--- src/sv/tmf_pkg.sv ---
// Shared types, constants and sort helpers for the 3x3 trimmed-mean filter.
// Used by trimmed_mean_filter_3x3_top and tmf_rank_mean; depends on nothing.
`default_nettype none

package tmf_pkg;

    // Pixel and register widths
    localparam int PIX_W     = 8;
    localparam int CFG_W     = 11;
    localparam int CFG_IDX_W = 2;

    // Register indexes on the configuration channel
    localparam logic [CFG_IDX_W-1:0] REG_IMAGE_WIDTH  = 2'd0;
    localparam logic [CFG_IDX_W-1:0] REG_IMAGE_HEIGHT = 2'd1;

    // Register reset values and height clamp
    localparam logic [CFG_W-1:0] IMAGE_WIDTH_RST  = 11'd640;
    localparam logic [CFG_W-1:0] IMAGE_HEIGHT_RST = 11'd480;
    localparam logic [CFG_W-1:0] HEIGHT_LIMIT     = 11'd1024;

    // Sum of three ranks and division by three as (sum * 683) >> 11
    localparam int               SUM_W      = 10;
    localparam int               PROD_W     = 2 * SUM_W;
    localparam logic [SUM_W-1:0] DIV3_MUL   = 10'd683;
    localparam int               DIV3_SHIFT = 11;

    typedef logic [PIX_W-1:0]         t_pix;
    typedef logic [2:0][PIX_W-1:0]    t_col;    // [0] top, [1] middle, [2] bottom
    typedef logic [8:0][PIX_W-1:0]    t_win9;

    // Control carried alongside a window through the rank pipeline
    typedef struct packed {
        logic valid;
        logic last;
    } t_tag;

    // One round of odd-even transposition sort over nine values
    function automatic t_win9 oet_round(input t_win9 v, input logic odd);
        t_win9 r;
        r = v;
        for (int i = 0; i < 8; i++) begin
            if ((i[0] == odd) && (v[i] > v[i+1])) begin
                r[i]   = v[i+1];
                r[i+1] = v[i];
            end
        end
        return r;
    endfunction

    // Three consecutive rounds with alternating parity
    function automatic t_win9 oet_three(input t_win9 v, input logic odd_first);
        t_win9 r;
        r = oet_round(v, odd_first);
        r = oet_round(r, !odd_first);
        r = oet_round(r, odd_first);
        return r;
    endfunction

endpackage

`default_nettype wire

--- src/sv/tmf_rank_mean.sv ---
// Rank pipeline: sorts a 3x3 window over three stages and averages ranks 4..6.
// Depends on tmf_pkg (window types, sort rounds, divide-by-three constants).
`default_nettype none

module tmf_rank_mean
    import tmf_pkg::*;
(
    input  logic  i_clk,
    input  logic  i_rst_n,
    input  logic  i_adv,      // whole pipeline moves one step
    input  t_tag  i_tag,
    input  t_win9 i_win,
    output t_tag  o_tag,
    output t_pix  o_mean
);

    t_tag              r_tag [5];
    t_win9             r_win0;
    t_win9             r_win1;
    t_win9             r_win2;
    logic [SUM_W-1:0]  r_sum;
    t_pix              r_mean;

    t_win9             sorted;
    logic [SUM_W-1:0]  n_sum;
    logic [PROD_W-1:0] prod;

    // Last three sort rounds, then the middle three ranks summed
    always_comb begin
        sorted = oet_three(r_win2, 1'b0);
        n_sum  = SUM_W'(sorted[3]) + SUM_W'(sorted[4]) + SUM_W'(sorted[5]);
    end

    // Divide by three through the reciprocal
    assign prod = PROD_W'(r_sum) * PROD_W'(DIV3_MUL);

    // Valid/last travel with the data
    always_ff @(posedge i_clk) begin
        if (!i_rst_n) begin
            for (int i = 0; i < 5; i++) begin
                r_tag[i] <= '0;
            end
        end else if (i_adv) begin
            r_tag[0] <= i_tag;
            for (int i = 1; i < 5; i++) begin
                r_tag[i] <= r_tag[i-1];
            end
        end
    end

    // Data stages
    always_ff @(posedge i_clk) begin
        if (i_adv) begin
            r_win0 <= i_win;
            r_win1 <= oet_three(r_win0, 1'b0);
            r_win2 <= oet_three(r_win1, 1'b1);
            r_sum  <= n_sum;
            r_mean <= prod[DIV3_SHIFT +: PIX_W];
        end
    end

    assign o_tag  = r_tag[4];
    assign o_mean = r_mean;

endmodule

`default_nettype wire

--- config.mk ---
export PLATFORM = sky130hd
export DESIGN_NAME = tmf_rank_mean
export DESIGN_NICKNAME = d
export VERILOG_FILES = /design/src/sv/tmf_pkg.sv /design/src/sv/tmf_rank_mean.sv
export SDC_FILE = /design/constraint.sdc
export NUM_CORES = 1
export LEC_CHECK = 0
export BUFFER_PORTS_ARGS = -buffer_cell sky130_fd_sc_hd__buf_2
export CAP_MARGIN = 10
export CORE_UTILIZATION = 55
export CTS_BUF_LIST = sky130_fd_sc_hd__clkbuf_4
export DETAILED_ROUTE_END_ITERATION = 6
export PLACE_DENSITY = 0.8
export SLEW_MARGIN = 20
export SYNTH_ARGS = -nofsm -noshare
export SYNTH_HDL_FRONTEND = slang
export SYNTH_SLANG_ARGS = --single-unit
--- constraint.sdc ---
create_clock -name i_clk -period 9.9 [get_ports i_clk]
set_clock_uncertainty 0.05 [all_clocks]
set_input_delay 0.99 -clock i_clk [delete_from_list [all_inputs] [get_ports i_clk]]
set_output_delay 0.99 -clock i_clk [all_outputs]
set_load 0.02 [all_outputs]
# Word-level counts from Yosys, hierarchy flattened
# Memory sizes are Yosys's and may differ from the RTL's.
# Cells that the tools add are included.
dict set report totals {
  regBits 226
  mem_bits_rw 10
  output_inout_bits 10
  elab_cells 128
  memories 1
}
# name words width rd rd_clocked_by_memory_dff write_ports line
set mem_list {}
lappend mem_list {r_tag 5 2 5 0 5 tmf_rank_mean.sv:17} ;# t_tag r_tag [5];
dict set report classes {
  addsub 2
  multipliers 1
  n_lt_le_gt_ge 33
  mux 58
  bitwise 5
}
# cell n
set ops {}
lappend ops {{2-to-1 mux 16 bit} 46}
lappend ops {{> comparator 8 bit} 33}
lappend ops {{2-to-1 mux 8 bit} 3}
lappend ops {{multiplier 10 x 10 -> 19 bit (second input constant)} 1}
lappend ops {{adder 9 x 8 -> 10 bit} 1}
lappend ops {{2-to-1 mux 2 bit} 5}
lappend ops {{adder 8 x 8 -> 9 bit} 1}
lappend ops {{bitwise OR 1 bit} 5}
lappend ops {{2-to-1 mux 1 bit} 4}

# Longest topological paths before layout
dict set report logic_depth {
  ltp_word 8
  depth_mapped 42
  ltp_nobuf 41
}

# Worst setup path before layout
# No wires, ideal clock.
dict set report synth_path {
  path_kind {reg-to-reg}
  startpoint {register r_win2[37] in the netlist's numbering}
  endpoint {register r_sum[9], data pin}
  arrival_time_ns 7.805
  path_slack_ns 1.791
  stages_incl_launch_ff 36
  period_less_slack_ns 8.109
  cell_sequence {edfxtp_1 ha_1 a211oi_1 nor2_1 o32ai_4 clkbuf_1 clkbuf_1 a21oi_1 ha_1 and4_1 nand2_1 or4_1 a21oi_2 clkbuf_1 mux2i_1 inv_1 ha_1 nor2b_1 o21a_1 o21ai_0 nand2b_1 a21oi_1 o21ai_0 o21ai_1 mux2i_1 fa_1 inv_1 ha_1 fa_1 a21oi_1 nor2_1 nor2_1 o21bai_1 a21oi_1 nor2b_1 o21a_1}
}
dict set report synth_via {
  elab_chain_cells 8
}
# element line
set synth_lines {}
lappend synth_lines {{from (decl)} tmf_rank_mean.sv:20} ;# t_win9 r_win2;
lappend synth_lines {{from (signal assigned)} tmf_rank_mean.sv:56} ;# r_win2 <= oet_three(r_win1, 1'b1);
lappend synth_lines {{> comparator 8 bit} tmf_pkg.sv:42} ;# if ((i[0] == odd) && (v[i] > v[i+1])) begin
lappend synth_lines {{2-to-1 mux 16 bit *} tmf_pkg.sv:42}
lappend synth_lines {{> comparator 8 bit} tmf_pkg.sv:42}
lappend synth_lines {{2-to-1 mux 16 bit / 2-to-1 mux 8 bit (equally long branches)} tmf_pkg.sv:42}
lappend synth_lines {{> comparator 8 bit} tmf_pkg.sv:42}
lappend synth_lines {{2-to-1 mux 16 bit} tmf_pkg.sv:42}
lappend synth_lines {{adder 8 x 8 -> 9 bit} tmf_rank_mean.sv:31} ;# n_sum = SUM_W'(sorted[3]) + SUM_W'(sorted[4]) + SUM_W'(sorted[5]);
lappend synth_lines {{adder 9 x 8 -> 10 bit *} tmf_rank_mean.sv:31}
lappend synth_lines {{net n_sum[9]} tmf_rank_mean.sv:25} ;# logic [SUM_W-1:0] n_sum;
lappend synth_lines {{to (signal assigned)} tmf_rank_mean.sv:57} ;# r_sum <= n_sum;
lappend synth_lines {{to (decl)} tmf_rank_mean.sv:21} ;# logic [SUM_W-1:0] r_sum;
# Mark *: on every way through the listed nets, which the timed path passes. The rest lies on a longest branch.
# A chain may end at the register's enable or synchronous reset.

# Worst setup path after layout
dict set report layout_path {
  startpoint {register r_win2[17] in the netlist's numbering}
  endpoint {register r_sum[9], data pin}
}
dict set report layout_via {
  elab_chain_cells 8
}
# element line
set layout_lines {}
lappend layout_lines {{> comparator 8 bit} tmf_pkg.sv:42}
lappend layout_lines {{2-to-1 mux 16 bit *} tmf_pkg.sv:42}
lappend layout_lines {{> comparator 8 bit} tmf_pkg.sv:42}
lappend layout_lines {{2-to-1 mux 16 bit} tmf_pkg.sv:42}
lappend layout_lines {{> comparator 8 bit} tmf_pkg.sv:42}
lappend layout_lines {{2-to-1 mux 16 bit} tmf_pkg.sv:42}
lappend layout_lines {{adder 8 x 8 -> 9 bit} tmf_rank_mean.sv:31}
lappend layout_lines {{adder 9 x 8 -> 10 bit *} tmf_rank_mean.sv:31}
lappend layout_lines {{net n_sum[9]} tmf_rank_mean.sv:25}
# Marked as above.

==> flow_summary.yaml <==
sta:
  grt_setup_unrepaired: "false"
  max_slew_margin_pct: 28.7
  setup_violations: 0
  tightest_slew_ns: 1.07
  tns_ns: 0
  post-route-period-util_pct: 87.0
  slew_violations: 0
  period_minus_slack_ns: 8.61
  hold_viol: 0
  fmax_mhz: 116
job:
  cap_violations: 0
logic_synthesis:
  syn_nets: 2489
  ys_ff_latch: 236
  ys_warn_count: 0
  postSynthCellCount: 2057
  netlist_area_sq_mm: 0.0207
  synth_seq_area_share_pct: 34.3
  synth_area_per_cell_sq_um: 10.1
  ys_types: 46
floorplanning:
  fp.dieH_microns: 196
  start_util_pct: 56.2
  dieArea_sq_mm: 0.0384
  rows: 70
  core_area_sq_mm: 0.0368
  die_w_microns: 196
  io_pins: 87
placement:
  io_buffers: 86
  placed_area_sq_mm: 0.0217
  place_congestion: 0.916
  dp_hpwl_mm: 34.6
grt:
  grt_pass1_wl_mm: 71.5
  grt_pass1_vias: 15300
  grt_usage_pct: 22.9
  overflow: 0
  grt_max_degree: 95
  antenna_found_initial: 1
critical_path:
  crit_type: "reg2reg"
  rrSetupSlack_ns: 1.29
  cp_slowest_stage_delay_ns: 0.83
  arrival_ns: 9.04
  cp-start-kind: "flop"
  crit_path_top_delay_cell: "o32ai_4"
  timing.rr.end: "r_sum[9]"
  crit_path_end: "r_sum[9]"
  critPathMostFrequentCell: "ha_1"
  ff2ff_path_depth: 34
  required_ns: 10.33
  end_kind: "flop"
  crit_fanout: 24
  startpoint: "r_win2[17]"
  r2r-start: "r_win2[17]"
route:
  wl_mm: 43.2
  routed-wl-met3_mm: 1.67
  wl_met1_mm: 18.5
  met2_length_mm: 22.3
  antenna_left: 0
  avgRoutedWirePerCell_microns: 16.1
  dr.pass1.iters: 7
  viasPerCell: 5.62
  drc: 0
  drtIter0Drc: 759
  vias: 15100
  top_layer: "met4"
clocking:
  path_clk_slew_ns: 0.08
  numCtsBuffers: 66
  post_cts_resized: 0
  max-clock-path-buffers: 3
  clock_latency_ns: 0.74
  cts_sinks: 236
  cts_tree: "built"
  postCtsSetupRepairBufs: 0
  clockRootBuffer: "clkbuf_4"
  cts_hold_buf: 0
  h-tree-depth: 3
cells_and_area:
  layout_common_cells: "ha_1 (325), inv_1 (314), mux2i_1 (241), edfxtp_1 (236), a21oi_1 (168)"
  stdcell_area_sq_mm: 0.0225
  drive_gt1_share_pct: 13.7
  area.growth.synth_to_final_pct: 8.78
  num-nets-final: 2609
  fillers: 3002
  mostFrequentLayoutCell: "ha_1"
min_path:
  hold_class: "in2reg"
outcome:
  status: "finished clean"
## state kept, by name (all words and copies together) (netlist names)
| name | cells |
|---|---|
| o_mean | 8 |
| r_tag | 10 |
| r_win0 | 72 |
| r_win1 | 72 |
| r_sum | 10 |
| r_win2 | 64 |
## cell families after synthesis
kind of cell,Yosys count,synth area share [%]
flops,236,34.3
buf+inv,366,6.75
xor+xnor,19,0.804
fa+ha+maj,355,22.6
simple gates,361,8.25
mux,328,16.4
compound gates,392,11.0
## Yosys cell counts (all sizes together)
cell	count	share of area (%)
ha	325	20
inv	314	5.7
mux2i	241	12
edfxtp	236	34
a21oi	177	4.3
nor2	139	2.5
o21ai	122	3.0
mux2	87	4.8
nand2	62	1.1
clkbuf	44	0.80
nand3	44	1.1
a21o	36	1.3
nor2b	35	1.1
fa	30	2.9
nand2b	28	0.85
and3	26	0.79
o21a	26	0.94
nand4	20	0.60
xnor2	16	0.68
a211oi	12	0.44
buf	8	0.25
o211ai	3	0.13
o21bai	3	0.11
xor2	3	0.13
and4	2	0.085
nor3	2	0.048
o22ai	2	0.060
o32ai	2	0.27
o41ai	2	0.12
or4	2	0.073
a221o	1	0.048
a221oi	1	0.042
a31o	1	0.042
a32oi	1	0.042
a41o	1	0.048
nor4b	1	0.042
o311a	1	0.048
o31ai	1	0.060
## worst max-delay path: cells and delay by family, from the launching register on
kind                     cells  cell delay, ns
buffers and inverters        3            0.21
AND/OR/NAND/NOR              9            1.51
AO/OA/AOI/OAI               13            3.20
flip-flops                   1            0.41
multiplexers                 3            0.91
adder cells (fa/ha/maj)      6            2.10
## through the flow
step	cells	hold slack, ns	setup WS (ns)	util, %
2_1_floorplan	2057	0.485	1.79	-
3_3_place_gp	2577	0.487	1.54	58.9
3_5_place_dp	2577	0.499	1.40	58.9
4_1_cts	2691	0.302	1.42	61.2
5_1_grt	2692	0.319	0.855	61.2
6_report	2692	0.371	1.29	61.2
## worst min-delay path by stage
stage | from | endpoint | depth (start not counted)
after floorplan | r_tag[0][0] | r_tag[0][2] | 1
after global placement | r_tag[0][0] | r_tag[0][2] | 1
after detailed placement | r_tag[0][4] | r_tag[0][6] | 1
after CTS | i_win[43] | r_win0[43] | 1
after global routing | i_win[64] | r_win0[64] | 1
final | i_win[32] | r_win0[32] | 1
## cell type report
type	instances	area (sq um)	area share [%]
inverter	314	1180	5.24
sequential	236	7090	31.5
timing repair buffer	104	576	2.56
multi-input combinational	1455	12200	54.4
tap	468	586	2.60
clock buffer	88	661	2.94
antenna	1	2.50	0.0111
clock inverter	26	184	0.817
## layer usage
metal | vias up | global-route usage, %
met3 | 73 | 3.87
li1 | 7606 | -
met2 | 283 | 42.2
met1 | 7171 | 26.9
met5 | - | 0
met4 | 0 | 7.67
Power is not shown: default switching activity piles up to over one toggle a cycle in this logic, so the estimate is an artifact.
